**config.mk**
```make
export PLATFORM = sky130hd
export DESIGN_NAME = c3zp_regs
export DESIGN_NICKNAME = d
export VERILOG_FILES = /design/src/rtl/c3zp_pkg.sv /design/src/rtl/c3zp_regs.sv
export SDC_FILE = /design/constraint.sdc
export NUM_CORES = 1
export LEC_CHECK = 0
export ABC_AREA = 1
export BUFFER_PORTS_ARGS = -buffer_cell sky130_fd_sc_hd__buf_2
export CAP_MARGIN = 20
export CORE_ASPECT_RATIO = 1.25
export CORE_UTILIZATION = 25
export DETAILED_ROUTE_END_ITERATION = 8
export HOLD_SLACK_MARGIN = 0.02
export PLACE_DENSITY_LB_ADDON = 0.3
export RECOVER_POWER = 50
export SLEW_MARGIN = 20
export SYNTH_ARGS = -nofsm -noshare
export SYNTH_HDL_FRONTEND = slang
export SYNTH_SLANG_ARGS = --single-unit
export TNS_END_PERCENT = 100
```
**constraint.sdc**
```tcl
create_clock -name i_clk -period 2.8 [get_ports i_clk]
set_input_delay 0.14 -clock i_clk [delete_from_list [all_inputs] [get_ports i_clk]]
set_output_delay 0.14 -clock i_clk [all_outputs]
set_load 0.01 [all_outputs]
```
**src/rtl/c3zp_pkg.sv**
```systemverilog
// ----------------------------------------------------------------------------
// c3zp_pkg
// shared constants, register codes and types of the 3x3 zero-pad convolver
// ----------------------------------------------------------------------------
`default_nettype none

package c3zp_pkg;

    localparam int PIX_W      = 16;
    localparam int COEF_W     = 16;
    localparam int FRAC_W     = 12;
    localparam int OUT_W      = 24;
    localparam int TAPS       = 3;
    localparam int ROW_CW     = TAPS * COEF_W;
    localparam int MAX_W      = 1024;
    localparam int LINE_AW    = $clog2(MAX_W);
    localparam int SIZE_W     = 11;
    localparam int ROW_W      = SIZE_W + 1;
    localparam int PROD_W     = PIX_W + COEF_W;
    localparam int RSUM_W     = PROD_W + 2;
    localparam int SUM_W      = PROD_W + 4;
    localparam int FIFO_DEPTH = 4;
    localparam int FIFO_AW    = $clog2(FIFO_DEPTH);
    localparam int CNT_W      = FIFO_AW + 1;
    localparam int APB_AW     = 6;
    localparam int APB_DW     = 64;

    localparam logic [SIZE_W-1:0] WIDTH_LIMIT = SIZE_W'(MAX_W);

    typedef enum logic [2:0] {
        REG_COEF_TOP = 3'd0,
        REG_COEF_MID = 3'd1,
        REG_COEF_BOT = 3'd2,
        REG_WIDTH    = 3'd3,
        REG_HEIGHT   = 3'd4
    } t_reg_idx;

    typedef logic [TAPS-1:0][ROW_CW-1:0] t_coef_rows;

    typedef struct packed {
        logic [SIZE_W-1:0] width;
        logic [SIZE_W-1:0] height;
        logic              restart;
    } t_frame_cfg;

    // one classified word: new window column plus what to do with it
    typedef struct packed {
        logic signed [PIX_W-1:0] top;
        logic signed [PIX_W-1:0] mid;
        logic signed [PIX_W-1:0] pix;
        logic                    emit;
        logic                    top_ok;
        logic                    bot_ok;
        logic                    left_ok;
        logic                    right_ok;
        logic                    last;
    } t_item;

    typedef struct packed {
        logic [CNT_W-1:0] count;
        logic             full;
        logic             empty;
    } t_fifo_stat;

endpackage

`default_nettype wire

```
**src/rtl/c3zp_regs.sv**
```systemverilog
// ----------------------------------------------------------------------------
// c3zp_regs
// apb register bank: kernel rows and frame size, with clamped sizes out
// ----------------------------------------------------------------------------
`default_nettype none

module c3zp_regs (
    input  wire logic                          i_clk,
    input  wire logic                          i_rst_n,
    input  wire logic                          psel,
    input  wire logic                          penable,
    input  wire logic                          pwrite,
    input  wire logic [c3zp_pkg::APB_AW-1:0]   paddr,
    input  wire logic [c3zp_pkg::APB_DW-1:0]   pwdata,
    output logic      [c3zp_pkg::APB_DW-1:0]   prdata,
    output logic                               pready,
    output c3zp_pkg::t_coef_rows               o_coef,
    output c3zp_pkg::t_frame_cfg               o_cfg
);

    c3zp_pkg::t_coef_rows              r_coef;
    logic [c3zp_pkg::SIZE_W-1:0]       r_width;
    logic [c3zp_pkg::SIZE_W-1:0]       r_height;
    logic                              wr_en;
    c3zp_pkg::t_reg_idx                idx;

    assign idx   = c3zp_pkg::t_reg_idx'(paddr[c3zp_pkg::APB_AW-1:3]);
    assign wr_en = psel && penable && pwrite;
    assign pready = 1'b1;

    always_ff @(posedge i_clk) begin
        if (!i_rst_n) begin
            r_coef    <= '0;
            r_width   <= c3zp_pkg::WIDTH_LIMIT;
            r_height  <= c3zp_pkg::WIDTH_LIMIT;
        end else begin
            if (wr_en) begin
                unique case (idx)
                    c3zp_pkg::REG_COEF_TOP: r_coef[0] <= pwdata[c3zp_pkg::ROW_CW-1:0];
                    c3zp_pkg::REG_COEF_MID: r_coef[1] <= pwdata[c3zp_pkg::ROW_CW-1:0];
                    c3zp_pkg::REG_COEF_BOT: r_coef[2] <= pwdata[c3zp_pkg::ROW_CW-1:0];
                    c3zp_pkg::REG_WIDTH:    r_width   <= pwdata[c3zp_pkg::SIZE_W-1:0];
                    c3zp_pkg::REG_HEIGHT:   r_height  <= pwdata[c3zp_pkg::SIZE_W-1:0];
                    default: ;
                endcase
            end
        end
    end

    always_comb begin
        unique case (idx)
            c3zp_pkg::REG_COEF_TOP: prdata = c3zp_pkg::APB_DW'(r_coef[0]);
            c3zp_pkg::REG_COEF_MID: prdata = c3zp_pkg::APB_DW'(r_coef[1]);
            c3zp_pkg::REG_COEF_BOT: prdata = c3zp_pkg::APB_DW'(r_coef[2]);
            c3zp_pkg::REG_WIDTH:    prdata = c3zp_pkg::APB_DW'(r_width);
            c3zp_pkg::REG_HEIGHT:   prdata = c3zp_pkg::APB_DW'(r_height);
            default:                prdata = '0;
        endcase
    end

    // zero acts as one, width saturates at the line memory depth
    // a size write restarts the frame at the same edge that stores the size
    always_comb begin
        o_cfg.width = r_width;
        if (r_width == '0) begin
            o_cfg.width = c3zp_pkg::SIZE_W'(1);
        end else if (r_width > c3zp_pkg::WIDTH_LIMIT) begin
            o_cfg.width = c3zp_pkg::WIDTH_LIMIT;
        end
        o_cfg.height  = (r_height == '0) ? c3zp_pkg::SIZE_W'(1) : r_height;
        o_cfg.restart = wr_en && ((idx == c3zp_pkg::REG_WIDTH)
                              || (idx == c3zp_pkg::REG_HEIGHT));
    end

    assign o_coef = r_coef;

endmodule

`default_nettype wire

```
## After elaboration in Yosys (flattened, before gate mapping)

Cells that the tools add are included.

| operators by class | value |
|---|---|
| add/sub/neg operators | 0 |
| $mul | 0 |
| divide/modulo/power cells | 0 |
| $lt $le $gt $ge | 1 |
| eq/ne operators | 4 |
| shifts and indexed selects | 0 |
| mux-type cells | 4 |
| bitwise gates (word level) | 0 |
| reductions and logical operators | 12 |

Operators with widths:

| operator | number |
|---|---|
| $pmux 48 s5 | 1 |
| $mux 11 | 3 |
| $logic_not 11->1 | 2 |
| $gt 11x11->1 const B | 1 |
| $reduce_and 2->1 | 5 |
| $eq 3x2->1 const B | 2 |
| $eq 3x1->1 const B | 1 |
| $eq 3x3->1 const B | 1 |
| $logic_and 1x1->1 | 3 |
| $logic_not 3->1 | 1 |
| $logic_or 1x1->1 | 1 |

| storage, ports and cells | value |
|---|---|
| register bits | 166 |
| bits in latches | 0 |
| RAM bits | 0 |
| memory bits (read-only) | 0 |
| word-level logic and storage cells | 26 |
| memories kept | 0 |

## Logic depth before layout (Yosys ltp)

| depth | value |
|---|---|
| depth after elaboration | 3 |
| depth in mapped cells | 8 |
| gate-level depth less buffers | 7 |

## Least setup slack after synthesis

OpenSTA, ideal clock, no wires.

| path | value |
|---|---|
| path type | in2out |
| from | input paddr[3] (netlist bit) |
| to | output prdata[12] (netlist bit) |
| arrival | 1.030 ns |
| required time | 2.660 ns |
| slack | 1.630 ns |
| cell stages on the path | 6 |
| buffers on the path | 1 |
| path through | nor2_4 > nand2_1 > inv_2 > clkbuf_1 > nand2_1 > nand3_1 |

| on the way | value |
|---|---|
| word-level cells in the longest chain between the ends | 2 |
| elaborated cells on any way between the ends | 6 |
| classes of those cells | 4 x eq/ne; 1 x mux; 1 x reduce/logical |

Ends and longest elaborated chain:

| what | RTL line | RTL |
|---|---|---|
| start, declared | c3zp_regs.sv:13 | `input wire logic [c3zp_pkg::APB_AW-1:0] paddr,` |
| $eq 3x3->1, or another cell as far along | c3zp_regs.sv:51 | `unique case (idx)` |
| $pmux 48 s5 (*) | c3zp_regs.sv:51 |  |
| end, declared | c3zp_regs.sv:15 | `output logic [c3zp_pkg::APB_DW-1:0] prdata,` |

Every way passes the cells marked *; elsewhere a longest branch is shown, timed or not.

## Final worst setup path

| path | value |
|---|---|
| from | input paddr[5] (netlist bit) |
| to | output prdata[8] (netlist bit) |

The elaborated chain is that of the path after synthesis.

==> out/qor.csv <==
metric,value,unit
max_clock_freq,473,MHz
synthAdderAreaFrac,0,
cp_top_family,buffers and inverters,
num_io_pins,307,
synth.top_cell.area_share,0.428,
clockRootBuffer,clkbuf_16,
ys_warn_count,0,
rsz0062_at_grt,false,
final_cell_area,0.0102,sq mm
tritoncts,built,
path_clk_slew,0.06,ns
routed_via_density,4.14,
cts_buffers,17,
std_cell_rows,71,
coreArea,0.0304,sq mm
worst_pin_slew,1.37,ns
async_flop_share,0,
crit_path_end_kind,output port,
min_period,2.12,ns
irDropWorstVdd,0.339,mV
yosys.cell_types.count,18,
ys.flop_type,dfxtp_1,
grt_first_pass_wirelength,38.9,mm
synth_area_leader_cell,dfxtp_1,
seq_area,0.00332,sq mm
path_cells,buf_2 > inv_1 > nand2_1 > nor2_4 > buf_4 > nand2_1 > nand2_1 > nor2_1 > nand2_1 > buf_2,
maxCapViolations,0,
ys_ff_latch,166,
synthSimpleGateAreaFrac,0.451,
min_path_type,input pin to flip-flop,
wl_per_cell,12.6,um
critPathArrivalTime,1.98,ns
cts_max_level,4,
insertion_delay,0.42,ns
synthCells,1278,
final_nets,1617,
ant_nets,0,
die_w,160,um
status,completed,
fin_setup_tns,0,ns
grt_pass1_vias,7343,
dr.pass1.iters,6,
synth_edf_count,0,
slew_viol_final,0,
hpwl,17.6,mm
drc,0,
drtIter0Drc,395,
syn2layout_area_growth,30.7,%
dp.cells,1890,
overflow,0,
synth_area_leaders,"dfxtp_1 (43%), nand2_1 (23%), nor2_1 (18%)",
final.period_utilization,0.756,
p_leak,4.66,nW
skew,0,ns
drive_above_1_share,0.111,
fill_cells,3457,
routed_wl,24.6,mm
dieArea,0.0318,sq mm
worst_path_most_repeated_cell,nand2_1,
synthMuxAreaShare,0,
synthTopCellsByCount,"nand2_1 (471), nor2_1 (366), dfxtp_1 (166)",
place_area,0.00940,sq mm
start_util,0.256,
synth-compound-area-share,0.0148,
grt_util_all_layers,0.155,
hold_viol,0,
cts_sinks,166,
antenna_found_initial,1,
slew_headroom,0.0898,
syn_area_per_cell,6.08,sq um
multiInputGateArea,0.00370,sq mm
start_kind,input pin,
post-synth-top-count-cell,nand2_1,
max_stage_delay,0.45,ns
setup_viol,0,
synth-xor-area-share,0,
vias,8101,
synth_top_family_by_area,simple AND/OR/NAND/NOR gates,
critical_path_required,2.66,ns
clk_path_buf_depth,2,
netlist_area,0.00777,sq mm
instances_no_fill,1957,
yosysSeqAreaShare,0.428,
power_density,528,mW/mm^2
criticalPathCategory,input pin to output port,
port_buffers,270,
grt_max_degree,91,
die_h,199,um
path_buf_inv,4,
crit_fanout,16,
cp_slowest_cell,inv_1,
routabilityCongestion,0.802,
[final timing paths]
path	start	endpoint	slack, ns	depth (start not counted)
min	pwdata[34]	o_coef[82]	0.05	5
max	paddr[5]	prdata[8]	0.68	10
min reg2reg	r_width[10]	r_width[10]	0.49	2
max reg2reg	r_width[2]	r_width[2]	2.13	2
[registers in the layout, indices dropped and copies added, names as in the netlist]
signal / flops
r_width: 11
o_coef: 144
r_height: 11
[kinds of logic (layout without fill, tap and decap cells)]
group | after synthesis | in the layout
AND/OR/NAND/NOR | 906 | 906
other | 2 | 18
buffers and inverters | 181 | 443
flip-flops | 166 | 166
AO/OA/AOI/OAI | 23 | 23
[power by group]
| part | switching (W) | internal [W] |
|---|---|---|
| Sequential | 0.0000266 | 0.00239 |
| Combinational | 0.000258 | 0.000151 |
| Clock | 0.000987 | 0.00155 |
| Total | 0.00127 | 0.00409 |
[layout make-up]
type / count / share of cell area
Clock buffer: 25 / 0.0507
Tap cell: 401 / 0.0494
Sequential cell: 166 / 0.327
Multi-Input combinational cell: 946 / 0.365
Timing Repair Buffer: 324 / 0.164
Inverter: 87 / 0.0321
Clock inverter: 7 / 0.0113
Antenna cell: 1 / 0.000246
[what timing repair did]
action                                 CTS  global route
resized for setup                        0             0
endpoints found under the hold margin   67             0
hold buffers                            34             0
buffers inserted                         0             0
[metal layers]
layer  vias to the layer above  track usage  wire, um
met3                        18       0.0369      1320
met4                         0       0.0516       335
li1                       4282            -         -
met5                         -            0         0
met2                       211        0.275     12100
met1                      3590        0.182     10800
[tightest hold or removal path, delay by kind of cell]
kind / cells / cell delay, ns
buf+inv: 2 / 0.13
simple gates: 3 / 0.16
[cell usage in the layout, fill, tap and decap left out, drive strengths merged]
cell type / n
nand3: 63
buf: 132
conb: 17
clkbuf: 183
dlygate4sd3: 34
diode: 1
clkinv: 2
clkinvlp: 2
nor3: 1
inv: 87
dfxtp: 166
nor2: 370
nand2: 471
o21ai: 23
bufinv: 3
or2: 1
[metrics by stage]
| step | setup slack (ns) | power [W] | hold WS [ns] | utilization |
|---|---|---|---|---|
| finish | 0.684 | 0.00536 | 0.0474 | 0.334 |
| global route | 0.342 | 0.00558 | 0.0552 | 0.334 |
| CTS | 0.795 | 0.00546 | 0.0201 | 0.341 |
| detailed placement | 0.862 | 0.00286 | 0.388 | 0.309 |
| global placement | 0.881 | 0.00285 | 0.381 | 0.309 |
| floorplan | 1.63 | 0.00272 | 0.266 | - |
(Power assumes the default switching activity.)
