$ cat src/rtl/c3zp_pkg.sv
// ----------------------------------------------------------------------------
// c3zp_pkg
// shared constants, register codes and types of the 3x3 zero-pad convolver
// ----------------------------------------------------------------------------
`default_nettype none

package c3zp_pkg;

    localparam int PIX_W      = 16;
    localparam int COEF_W     = 16;
    localparam int FRAC_W     = 12;
    localparam int OUT_W      = 24;
    localparam int TAPS       = 3;
    localparam int ROW_CW     = TAPS * COEF_W;
    localparam int MAX_W      = 1024;
    localparam int LINE_AW    = $clog2(MAX_W);
    localparam int SIZE_W     = 11;
    localparam int ROW_W      = SIZE_W + 1;
    localparam int PROD_W     = PIX_W + COEF_W;
    localparam int RSUM_W     = PROD_W + 2;
    localparam int SUM_W      = PROD_W + 4;
    localparam int FIFO_DEPTH = 4;
    localparam int FIFO_AW    = $clog2(FIFO_DEPTH);
    localparam int CNT_W      = FIFO_AW + 1;
    localparam int APB_AW     = 6;
    localparam int APB_DW     = 64;

    localparam logic [SIZE_W-1:0] WIDTH_LIMIT = SIZE_W'(MAX_W);

    typedef enum logic [2:0] {
        REG_COEF_TOP = 3'd0,
        REG_COEF_MID = 3'd1,
        REG_COEF_BOT = 3'd2,
        REG_WIDTH    = 3'd3,
        REG_HEIGHT   = 3'd4
    } t_reg_idx;

    typedef logic [TAPS-1:0][ROW_CW-1:0] t_coef_rows;

    typedef struct packed {
        logic [SIZE_W-1:0] width;
        logic [SIZE_W-1:0] height;
        logic              restart;
    } t_frame_cfg;

    // one classified word: new window column plus what to do with it
    typedef struct packed {
        logic signed [PIX_W-1:0] top;
        logic signed [PIX_W-1:0] mid;
        logic signed [PIX_W-1:0] pix;
        logic                    emit;
        logic                    top_ok;
        logic                    bot_ok;
        logic                    left_ok;
        logic                    right_ok;
        logic                    last;
    } t_item;

    typedef struct packed {
        logic [CNT_W-1:0] count;
        logic             full;
        logic             empty;
    } t_fifo_stat;

endpackage

`default_nettype wire

$ cat src/rtl/c3zp_fifo.sv
// ----------------------------------------------------------------------------
// c3zp_fifo
// short word queue between the line front end and the filter back end
// ----------------------------------------------------------------------------
`default_nettype none

module c3zp_fifo (
    input  wire logic              i_clk,
    input  wire logic              i_rst_n,
    input  wire logic              i_push,
    input  c3zp_pkg::t_item        i_item,
    input  wire logic              i_pop,
    output c3zp_pkg::t_item        o_item,
    output c3zp_pkg::t_fifo_stat   o_stat
);

    c3zp_pkg::t_item                   r_mem [c3zp_pkg::FIFO_DEPTH];
    logic [c3zp_pkg::FIFO_AW-1:0]      r_wp;
    logic [c3zp_pkg::FIFO_AW-1:0]      r_rp;
    logic [c3zp_pkg::CNT_W-1:0]        r_cnt;
    logic                              do_push;
    logic                              do_pop;

    assign do_push = i_push && !o_stat.full;
    assign do_pop  = i_pop && !o_stat.empty;

    always_ff @(posedge i_clk) begin
        if (!i_rst_n) begin
            r_wp  <= '0;
            r_rp  <= '0;
            r_cnt <= '0;
        end else begin
            if (do_push) begin
                r_wp <= r_wp + c3zp_pkg::FIFO_AW'(1);
            end
            if (do_pop) begin
                r_rp <= r_rp + c3zp_pkg::FIFO_AW'(1);
            end
            if (do_push && !do_pop) begin
                r_cnt <= r_cnt + c3zp_pkg::CNT_W'(1);
            end else if (do_pop && !do_push) begin
                r_cnt <= r_cnt - c3zp_pkg::CNT_W'(1);
            end
        end
    end

    always_ff @(posedge i_clk) begin
        if (do_push) begin
            r_mem[r_wp] <= i_item;
        end
    end

    assign o_item       = r_mem[r_rp];
    assign o_stat.count = r_cnt;
    assign o_stat.full  = (r_cnt == c3zp_pkg::CNT_W'(c3zp_pkg::FIFO_DEPTH));
    assign o_stat.empty = (r_cnt == '0);

endmodule

`default_nettype wire

$ cat config.mk
export PLATFORM = sky130hd
export DESIGN_NAME = c3zp_fifo
export DESIGN_NICKNAME = d
export VERILOG_FILES = /design/src/rtl/c3zp_pkg.sv /design/src/rtl/c3zp_fifo.sv
export SDC_FILE = /design/constraint.sdc
export NUM_CORES = 1
export LEC_CHECK = 0
export ABC_AREA = 1
export BUFFER_PORTS_ARGS = -buffer_cell sky130_fd_sc_hd__buf_2
export CORE_MARGIN = 4
export CORE_UTILIZATION = 45
export CTS_BUF_LIST = sky130_fd_sc_hd__clkbuf_16
export CTS_CLUSTER_DIAMETER = 150
export DETAILED_ROUTE_END_ITERATION = 6
export HOLD_SLACK_MARGIN = 0.08
export PLACE_DENSITY = 0.73
export SLEW_MARGIN = 20
export SYNTH_ARGS = -nofsm -noshare
export SYNTH_HDL_FRONTEND = slang
export SYNTH_SLANG_ARGS = --single-unit
$ cat constraint.sdc
create_clock -name i_clk -period 4.1 [get_ports i_clk]
set_input_delay 0.41 -clock i_clk [delete_from_list [all_inputs] [get_ports i_clk]]
set_output_delay 0.41 -clock i_clk [all_outputs]
set_load 0.01 [all_outputs]
==> Word level (Yosys, flattened, before mapping) <==
Memories as Yosys holds them, arrays and structs flattened. A register that Yosys moved wholly into a read port is not among the register bits.
Index checks and enable logic that the tools add are counted.
{ "totals": {"register_bits": 7, "latch_bits": 0, "ram_bits": 216, "rom_bits": 0, "input_bits": 58, "wordCells": 25, "n_memories": 1} }
{ "op_classes": {"n_addsub": 4, "n_mul": 0, "n_div": 0, "magnitude_cmp": 0, "n_eq_ne": 1, "shifts": 0, "muxes": 6, "bitwise": 0, "reduce_logical": 10} }
{ "mem_list": {"columns": ["name", "words", "width", "rd", "rd_ports_with_merged_regs", "wr", "line", "source"], "rows": [
  ["r_mem", 4, 54, 1, 1, 1, "c3zp_fifo.sv:17", "c3zp_pkg::t_item r_mem [c3zp_pkg::FIFO_DEPTH];"]
]} }
{ "ops": {"columns": ["cell", "n"], "rows": [
  ["two-way mux 3 bit", 2],
  ["adder 2 x 1 -> 2 bit, second input constant", 2],
  ["logical AND 1 bit", 4],
  ["zero test 1 bit", 4],
  ["two-way mux 2 bit", 2],
  ["adder 3 x 1 -> 3 bit, second input constant", 1],
  ["== test 3 bit, second input constant", 1],
  ["zero test 3 bit", 1],
  ["subtractor 3 x 1 -> 3 bit, second input constant", 1],
  ["two-way mux 1 bit", 2],
  ["nonzero test 2 bit", 1]
]} }

==> Longest topological paths before layout <==
Gate-level depths: netlist (run 1).
{ "logic_depth": {"ltp_word": 7, "depth_mapped": 13, "mapped_depth_nobuf": 13} }

==> Worst setup path before layout (run 1) <==
Ideal clock, no wire load.
{ "synth_path": {"path_kind": "register to register", "start": "register r_cnt[0] (netlist name)", "end": "memory r_mem[0][0] (netlist name) (enable)", "setup_time_ns": 0.466, "arrival_ns": 3.007, "t_required_ns": 3.634, "slack_ns": 0.627, "stages_incl_launch_ff": 5, "path_buffers": 0, "synth_period_minus_slack_ns": 3.473, "cell_sequence": "dfxtp_1 -> nor2_1 -> nand2_1 -> nand2_1 -> nor2_1"} }
{ "synth_between": {"elab_chain_cells": 5} }
{ "synth_lines": {"columns": ["element", "line", "source"], "rows": [
  ["start, declared", "c3zp_fifo.sv:20", "logic [c3zp_pkg::CNT_W-1:0] r_cnt;"],
  ["start signal, assigned", "c3zp_fifo.sv:40", "r_cnt <= r_cnt + c3zp_pkg::CNT_W'(1);"],
  ["start signal, assigned", "c3zp_fifo.sv:42", "r_cnt <= r_cnt - c3zp_pkg::CNT_W'(1);"],
  ["== test 3 bit", "c3zp_fifo.sv:55", "assign o_stat.full = (r_cnt == c3zp_pkg::CNT_W'(c3zp_pkg::FIFO_DEPTH));"],
  ["zero test 1 bit", "c3zp_fifo.sv:24", "assign do_push = i_push && !o_stat.full;"],
  ["logical AND 1 bit", "c3zp_fifo.sv:24", null],
  ["two-way mux 1 bit", "c3zp_fifo.sv:48", "if (do_push) begin"],
  ["two-way mux 1 bit (implied by the code)", "c3zp_fifo.sv:49", "r_mem[r_wp] <= i_item;"],
  ["end, declared", "c3zp_fifo.sv:17", null]
]} }
No other way between the ends.

==> flow_summary_export.csv, run 1 <==
group,metric,value,unit
sta,min_period,3040,ps
clocking,cts-htree-levels,1,
logic_synthesis,synth_area,0.00847,sq mm
setup_path,worst-endpoint-required,3690,ps
sta,slew_headroom,30.8,%
clocking,clk_pin_slew,60,ps
logic_synthesis,synth-seq-area-share,78.7,%
sta,hold_viol,0,
setup_path,crit_fanout,55,
global_route,use_met1,21.4,%
cells_and_area,layout.nets,771,
logic_synthesis,synth_seq_cells,225,
logic_synthesis,async_flop_share,0,%
sta,clock.fmax,329,MHz
sta,finalSetupViolCount,0,
power_and_ir_drop,p_per_area,640,mW/mm^2
power_and_ir_drop,ir_drop,458,uV
cells_and_area,finalInstanceArea,0.0100,sq mm
logic_synthesis,synth_cells,592,
logic_synthesis,syn_nets,656,
place,hpwlAfterDp,10600,um
clocking,cts_setup_buffers,0,
global_route,grt_max_degree,110,
global_route,grt_pass1_vias,5307,
sta,fin_hold_ws,122,ps
route,wl_per_cell,19.1,um
logic_synthesis,yosysTopAreaCellShare,76.6,%
die,die-width,145,um
sta,rsz0062_at_grt,"no",
cells_and_area,layoutNonFillerInstCount,954,
global_route,grt_most_used_layer,"met2",
die,fp.dieArea,0.0211,sq mm
cells_and_area,area_growth,18.2,%
route,wl,18200,um
sta,skew,9.29,ps
global_route,antenna_found_initial,2,
min_path,hold_class,"in -> reg",
route,ant_nets,0,
sta,period_share,74.1,%
clocking,cts_resized,0,
logic_synthesis,yosys_warnings,0,
setup_path,cp-end-kind,"primary output",
setup_path,cp-start-kind,"flip-flop",
logic_synthesis,yosysUniqueCellTypes,20,
logic_synthesis,synthTopCellsByArea,"edfxtp_1 77%, o21ai_0 5.6%, nor2_1 5.4%",
die,initial_utilization,46.4,%
logic_synthesis,synth_edf_count,216,
clocking,clock_path_buffers,3,
route,drtIter0Drc,359,
logic_synthesis,syn_area_per_cell,14.3,sq um
global_route,use_met2,29.3,%
route,via_per_inst,5.46,
sta,slew_violations,0,
place,place_area,0.00925,sq mm
global_route,use_met3,3.68,%
route,dr.pass1.iters,5,
cells_and_area,layout-drive-gt1-share,22.4,%
power_and_ir_drop,leakagePower,3.56,nW
clocking,cts.sinks,225,
clocking,cts_tree,"yes",
route,num_vias,5210,
die,die_y,145,um
logic_synthesis,yosysTopAreaCell,"edfxtp_1",
place,dp_cells,911,
job,maxCapViolations,0,
setup_path,worstPathArrival,2630,ps
die,core_area,0.0183,sq mm
clocking,clock_latency,500,ps
global_route,grt_util_all_layers,16.8,%
route,drcViolationCount,0,
die,io_pins,117,
clocking,cts_buffers,22,
place,routabilityCongestion,0.726,
logic_synthesis,synth-main-ff-cell,"edfxtp_1",
status,status,"completed",
clocking,clockRootBuffer,"clkbuf_16",
die,rows,49,
setup_path,path_class,"reg -> out",
sta,final.setup.tns,0,ps
clocking,ctsHoldBuffers,0,
global_route,grt_pass1_wl,28400,um
sta,worst_pin_slew,1040,ps
global_route,overflow,0,
place,port_buffers,116,
Yosys cell counts, types with 3 or more instances:
| library cell | instances |
|---|---|
| buf_6 | 4 |
| o21ai_0 | 94 |
| nand2_1 | 15 |
| a21oi_1 | 3 |
| o21ai_1 | 15 |
| buf_4 | 3 |
| o22ai_1 | 54 |
| buf_2 | 20 |
| nor2_1 | 122 |
| ha_1 | 5 |
| nand3_1 | 4 |
| dfxtp_1 | 9 |
| edfxtp_1 | 216 |
| clkbuf_2 | 7 |
| inv_1 | 16 |
critical path: stages (launching register included):
cell	delay, ps
dfxtp_2	310
buf_4	310
inv_2	840
o21ai_0	210
o22ai_1	250
buf_2	190
logic make-up (layout without fill, tap and decap cells):
group	Yosys count	after routing	share of synthesized area [%]
xor+xnor	1	1	0.103
buf+inv	52	182	3.25
fa+ha+maj	6	6	0.975
flops	225	225	78.7
compound gates	166	166	10.6
other cells	0	3	0
simple gates	142	142	6.39
sequential cells by signal, indices dropped and copies added (netlist names), named ones only:
signal,flops
r_mem,216
r_rp,2
r_cnt,3
r_wp,2
through the flow:
step,power (W),util [%],setup WS (ps)
final,0.00641,54.8,1060
after global routing,0.00675,54.8,865
after CTS,0.00646,54.7,898
after detailed placement,0.00441,50.6,1440
after global placement,0.00434,50.6,1530
after floorplan,0.00385,-,627
layer usage:
layer  vias to the layer above  routed length (um)
met3                        35                1180
met1                      2560                7560
met5                         -                  12
met4                         2                 387
met2                       178                9060
li1                       2435                   -
final timing paths:
| check | start | to | slack (ps) | cells past startpoint |
|---|---|---|---|---|
| worst max-delay path | flip-flop | o_item[27] | 1060 | 5 |
| worst min-delay path | i_item[13] | r_mem[3][13] | 120 | 1 |
| worst max register to register | r_cnt[1] | r_mem[2][45] | 1720 | 5 |
| worst min register to register | r_rp[0] | flip-flop | 510 | 2 |
power by group:
part | leakage (nW) | internal [W] | switching, W
combinational | 1.14 | 0.000481 | 0.000962
clock | 0.367 | 0.00126 | 0.000796
sequential | 2.05 | 0.00280 | 0.000116
total | 3.56 | 0.00454 | 0.00187
cell usage in the layout, fill, tap and decap left out:
cell         n
xor2_1       1
nor2_1     118
clkinv_2     2
nand3b_1     1
a21oi_1      3
inv_2        1
nand2_1     15
nand3_1      4
clkbuf_16   23
diode_2      3
buf_4        7
buf_2      116
dfxtp_2      1
buf_12       2
dfxtp_4      1
o22ai_1     54
ha_1         5
dfxtp_1      7
edfxtp_1   216
inv_1       17
o21ai_0     94
clkinv_1     9
inv_6        1
fa_1         1
bufinv_16    4
o21ai_1     15
nor2_4       4
cell type report:
type | count | area [sq um]
diodes | 3 | 7.51
clock buffers | 23 | 576
clock inverters | 16 | 168
fillers | 1463 | 8250
inverters | 18 | 72.6
multi-input cells | 315 | 1560
flip-flops and latches | 225 | 6670
well taps | 229 | 287
repair buffers | 125 | 673
(Power assumes the default switching activity.)
==> run 2, diff against run 1 <==
--- a/config.mk
+++ b/config.mk
@@ -13,7 +13,7 @@
 export CTS_CLUSTER_DIAMETER = 150
 export DETAILED_ROUTE_END_ITERATION = 6
 export HOLD_SLACK_MARGIN = 0.08
-export PLACE_DENSITY = 0.73
+export PLACE_DENSITY = 0.75
 export SLEW_MARGIN = 20
 export SYNTH_ARGS = -nofsm -noshare
 export SYNTH_HDL_FRONTEND = slang
==> constraint.sdc (replaced) <==
create_clock -name i_clk -period 2.7 [get_ports i_clk]
set_input_delay 0.27 -clock i_clk [delete_from_list [all_inputs] [get_ports i_clk]]
set_output_delay 0.27 -clock i_clk [all_outputs]
set_load 0.01 [all_outputs]
==> flow_summary_export.csv, run 2 (synthesis results as in run 1) <==
group,metric,value,unit
status,status,"completed",
sta,rsz0062_at_grt,"no",
setup_path,crit_fanout,108,
global_route,grt_most_used_layer,"met2",
setup_path,slowest_stage,"dfxtp_4",
cells_and_area,fill_cells,1415,
clocking,clock_latency,510,ps
route,dr.pass1.iters,4,
global_route,grt_util_all_layers,16.5,%
die,rows,49,
clocking,clockRootBuffer,"clkbuf_16",
global_route,grt_pass1_wl,28400,um
power_and_ir_drop,totalPowerFinal,0.00955,W
clocking,cts-htree-levels,1,
sta,skew,16.7,ps
route,via_per_inst,5.31,
sta,hold_viol,0,
cells_and_area,layout.nets,829,
place,port_buffers,116,
cells_and_area,area_growth,25.0,%
setup_path,max_stage_delay,490,ps
power_and_ir_drop,ir_drop,475,uV
sta,worst_pin_slew,609,ps
clocking,clk_pin_slew,60,ps
sta,period_share,90.0,%
setup_path,path_class,"reg -> out",
place,place_area,0.00931,sq mm
route,wl_per_cell,17.2,um
route,drcViolationCount,0,
setup_path,reg2regPathDepth,9,
cells_and_area,final_cell_mix,"216 x edfxtp_1, 118 x nor2_1, 116 x buf_2",
global_route,overflow,0,
sta,fin_hold_ws,501,ps
die,core_area,0.0183,sq mm
clocking,cts.sinks,225,
setup_path,worstPathArrival,2160,ps
power_and_ir_drop,leakagePower,3.81,nW
die,die_y,145,um
clocking,cts_buffers,24,
clocking,clock_path_buffers,3,
sta,min_period,2430,ps
cells_and_area,largestRegisters,"r_mem: 216 flops, r_cnt: 3 flops",
cells_and_area,finalInstanceArea,0.0106,sq mm
die,io_pins,117,
job,maxCapViolations,0,
route,wl,17500,um
cells_and_area,largest_reg_flops,216,
setup_path,worst-endpoint-required,2430,ps
cells_and_area,layout_commonest_cell,"edfxtp_1",
place,hpwlAfterDp,8970,um
setup_path,crit_path_cell_trace,"inv_8, o21ai_0, o22ai_1, buf_2",
sta,clock.fmax,411,MHz
clocking,cts_tree,"yes",
min_path,whs_path_depth,2,
sta,final.setup.tns,0,ps
place,routabilityCongestion,0.740,
min_path,hold_class,"in -> reg",
sta,slew_violations,0,
sta,finalSetupViolCount,0,
die,initial_utilization,46.4,%
global_route,use_met1,21.6,%
global_route,grt_max_degree,109,
global_route,use_met2,28.1,%
route,drtIter0Drc,295,
cells_and_area,layout-drive-gt1-share,21.2,%
global_route,use_met3,3.80,%
setup_path,cp-start-kind,"flip-flop",
cells_and_area,regMostFlops,"r_mem",
clocking,cts_setup_buffers,0,
die,fp.dieArea,0.0211,sq mm
route,ant_nets,0,
global_route,antenna_found_initial,1,
global_route,grt_pass1_vias,5407,
setup_path,cp-end-kind,"primary output",
power_and_ir_drop,p_per_area,902,mW/mm^2
die,die-width,145,um
sta,slew_headroom,59.4,%
route,num_vias,5380,
[run 2: timing repair]
action / in CTS / in global routing
resized for setup: 0 / 1
endpoints found under the hold margin: 225 / 0
setup endpoints to repair: 0 / 1
hold buffers: 57 / 0
[run 2: final timing paths]
check,from,endpoint,slack [ps]
setup / recovery,flip-flop,o_item[45],270
hold / removal,i_item[50],r_mem[3][50],500
setup reg to reg,r_cnt[1],r_cnt[1],540
hold reg to reg,r_rp[0],r_rp[0],510
[run 2: where the power goes]
part / switching [W] / internal [W]
Sequential: 0.000169 / 0.00425
Clock: 0.00127 / 0.00162
Combinational: 0.00144 / 0.000807
[run 2: final cells by class]
class / instances / area, sq um / area share (%)
diodes: 1 / 2.50 / 0.0236
inverters: 18 / 75.1 / 0.709
clock inverters: 20 / 105 / 0.993
repair buffers: 181 / 1290 / 12.1
flip-flops and latches: 225 / 6670 / 63.0
multi-input cells: 315 / 1560 / 14.7
clock buffers: 24 / 601 / 5.67
well taps: 229 / 287 / 2.71
[run 2: worst max-delay path, delay by kind of cell, from the launching register on]
family,cells,cell delay [ps]
buffers and inverters,2,670
DFF,1,490
AOI/OAI and AO/OA,2,380
[run 2: routing by layer]
metal  wire (um)  vias up
met4         357        0
met1        7370     2623
met2        8590      168
li1            -     2553
met3        1150       36
met5           0        -
[run 2: per-stage QoR]
stage,utilization (%),cells,setup WS [ps]
final,58.0,1013,269
after global routing,58.0,1013,148
after CTS,57.9,1012,154
after detailed placement,50.9,911,534
after global placement,50.9,911,661
after floorplan,-,592,-773
==> run 3, diff against run 2 <==
--- a/config.mk
+++ b/config.mk
@@ -9,7 +9,7 @@
 export BUFFER_PORTS_ARGS = -buffer_cell sky130_fd_sc_hd__buf_2
 export CORE_MARGIN = 4
 export CORE_UTILIZATION = 45
-export CTS_BUF_LIST = sky130_fd_sc_hd__clkbuf_16
+export CTS_BUF_LIST = sky130_fd_sc_hd__clkbuf_8
 export CTS_CLUSTER_DIAMETER = 150
 export DETAILED_ROUTE_END_ITERATION = 6
 export HOLD_SLACK_MARGIN = 0.08
==> flow_summary_export.csv, run 3 (synthesis results as in run 1) <==
group,metric,value,unit
setup_path,path_class,"reg -> out",
sta,worst_pin_slew,612,ps
route,via_per_inst,5.23,
cells_and_area,fill_cells,1427,
setup_path,cp-start-kind,"flip-flop",
route,drcViolationCount,0,
place,port_buffers,116,
job,maxCapViolations,0,
clocking,clock_latency,520,ps
clocking,clockRootBuffer,"clkbuf_8",
setup_path,worstPathArrival,2160,ps
route,ant_nets,0,
min_path,whs_path_depth,2,
die,fp.dieArea,0.0211,sq mm
clocking,cts_buffers,37,
place,dp_slack,534,ps
route,drtIter0Drc,342,
sta,hold_viol,0,
cells_and_area,layout.nets,842,
global_route,grt_pass1_vias,5480,
route,dr.pass1.iters,4,
cells_and_area,final_cell_mix,"216 x edfxtp_1, 118 x nor2_1, 116 x buf_2",
sta,worst_slack,274,ps
sta,finalSetupViolCount,0,
power_and_ir_drop,ir_drop,533,uV
die,rows,49,
die,core_area,0.0183,sq mm
clocking,cts.sinks,225,
setup_path,r2r-end,"r_cnt[1]",
clocking,clock_path_buffers,3,
sta,rsz0062_at_grt,"no",
cells_and_area,layout_commonest_cell,"edfxtp_1",
sta,period_share,89.9,%
cells_and_area,largestRegisters,"r_mem: 216 flops, r_cnt: 3 flops",
clocking,cts_setup_buffers,0,
sta,skew,28.5,ps
power_and_ir_drop,p_per_area,897,mW/mm^2
clocking,clk_pin_slew,60,ps
global_route,antenna_found_initial,1,
cells_and_area,regMostFlops,"r_mem",
route,wl,17500,um
sta,min_period,2430,ps
global_route,grt_pass1_wl,28500,um
sta,clock.fmax,412,MHz
die,die_y,145,um
sta,slew_violations,0,
place,routabilityCongestion,0.740,
status,status,"completed",
global_route,grt_max_degree,109,
die,io_pins,117,
setup_path,r2r_start,"r_cnt[1]",
sta,fin_hold_ws,501,ps
place,dp_cells,911,
die,initial_utilization,46.4,%
cells_and_area,finalInstanceArea,0.0106,sq mm
global_route,grt_util_all_layers,16.7,%
cells_and_area,area_growth,25.1,%
sta,slew_headroom,59.2,%
cells_and_area,layout-drive-gt1-share,22.8,%
setup_path,worst-endpoint-required,2430,ps
setup_path,reg2regPathDepth,9,
min_path,hold_path_startpoint,"i_item[53]",
min_path,hold_class,"in -> reg",
place,hpwlAfterDp,8970,um
power_and_ir_drop,leakagePower,3.85,nW
global_route,overflow,0,
cells_and_area,largest_reg_flops,216,
die,die-width,145,um
route,num_vias,5397,
place,place_area,0.00931,sq mm
setup_path,cp-end-kind,"primary output",
clocking,cts_tree,"yes",
min_path,hold_end,"r_mem[3][53]",
clocking,cts-htree-levels,2,
cells_and_area,layoutNonFillerInstCount,1032,
setup_path,rrSetupSlack,540,ps
setup_path,crit_fanout,108,
route,wl_per_cell,17.0,um
-- run 3: cell types whose count changed in the layout (fill, tap and decap cells not counted), sizes merged --
cell	before	now
bufinv	0	2
clkinv	16	10
inv	21	26
clkbuf	24	42
-- run 3: final cells by class --
| type | count | area [sq um] | share of cell area, % |
|---|---|---|---|
| flip-flops and latches | 225 | 6670 | 62.9 |
| multi-input cells | 315 | 1560 | 14.7 |
| repair buffers | 181 | 1290 | 12.1 |
| clock buffers | 42 | 578 | 5.45 |
| well taps | 229 | 287 | 2.70 |
| clock inverters | 21 | 143 | 1.35 |
| inverters | 18 | 75.1 | 0.708 |
| diodes | 1 | 2.50 | 0.0236 |
-- run 3: critical path, cell delays in order (launching register included) --
cell and delay, ps:
dfxtp_4 490, inv_8 480, o21ai_0 160, o22ai_1 210
buf_2 180
-- run 3: metrics by stage --
stage	util (%)	total power (W)	setup TNS (ps)
3_5_place_dp	50.9	0.00669	0
6_report	58.0	0.00951	0
5_1_grt	58.0	0.0101	0
4_1_cts	58.0	0.00962	0
3_3_place_gp	50.9	0.00665	0
2_1_floorplan	-	0.00584	-166920
-- run 3: worst max-delay path by stage --
stage | start | end | slack (ps) | depth (start not counted)
final | flip-flop | o_item[45] | 270 | 4
after global routing | flip-flop | o_item[45] | 120 | 4
after CTS | flip-flop | o_item[45] | 140 | 4
after detailed placement | r_cnt[1] | r_cnt[1] | 530 | 9
after global placement | r_cnt[1] | r_cnt[1] | 660 | 9
after floorplan | r_cnt[0] | r_mem[0][0] | -770 | 4
-- run 3: report_power, final --
group / switching, W / leakage, nW / internal [W]
combinational: 0.00144 / 1.39 / 0.000807
sequential: 0.000167 / 2.05 / 0.00425
clock: 0.00123 / 0.403 / 0.00161
total: 0.00284 / 3.85 / 0.00666
-- run 3: repair_timing --
item | 4_1_cts | 5_1_grt
gates resized for setup | 0 | 1
endpoints found under the setup margin | 0 | 1
hold buffers | 57 | 0
endpoints found under the hold margin | 225 | 0
-- run 3: layer usage --
layer	part of all wire (%)	track usage, %	vias up	routed length [um]
met5	0	0	-	0
met2	49	27.9	177	8510
met1	42	21.5	2616	7390
met3	7.3	4.68	32	1290
met4	2.0	4.65	0	346
li1	-	-	2572	-
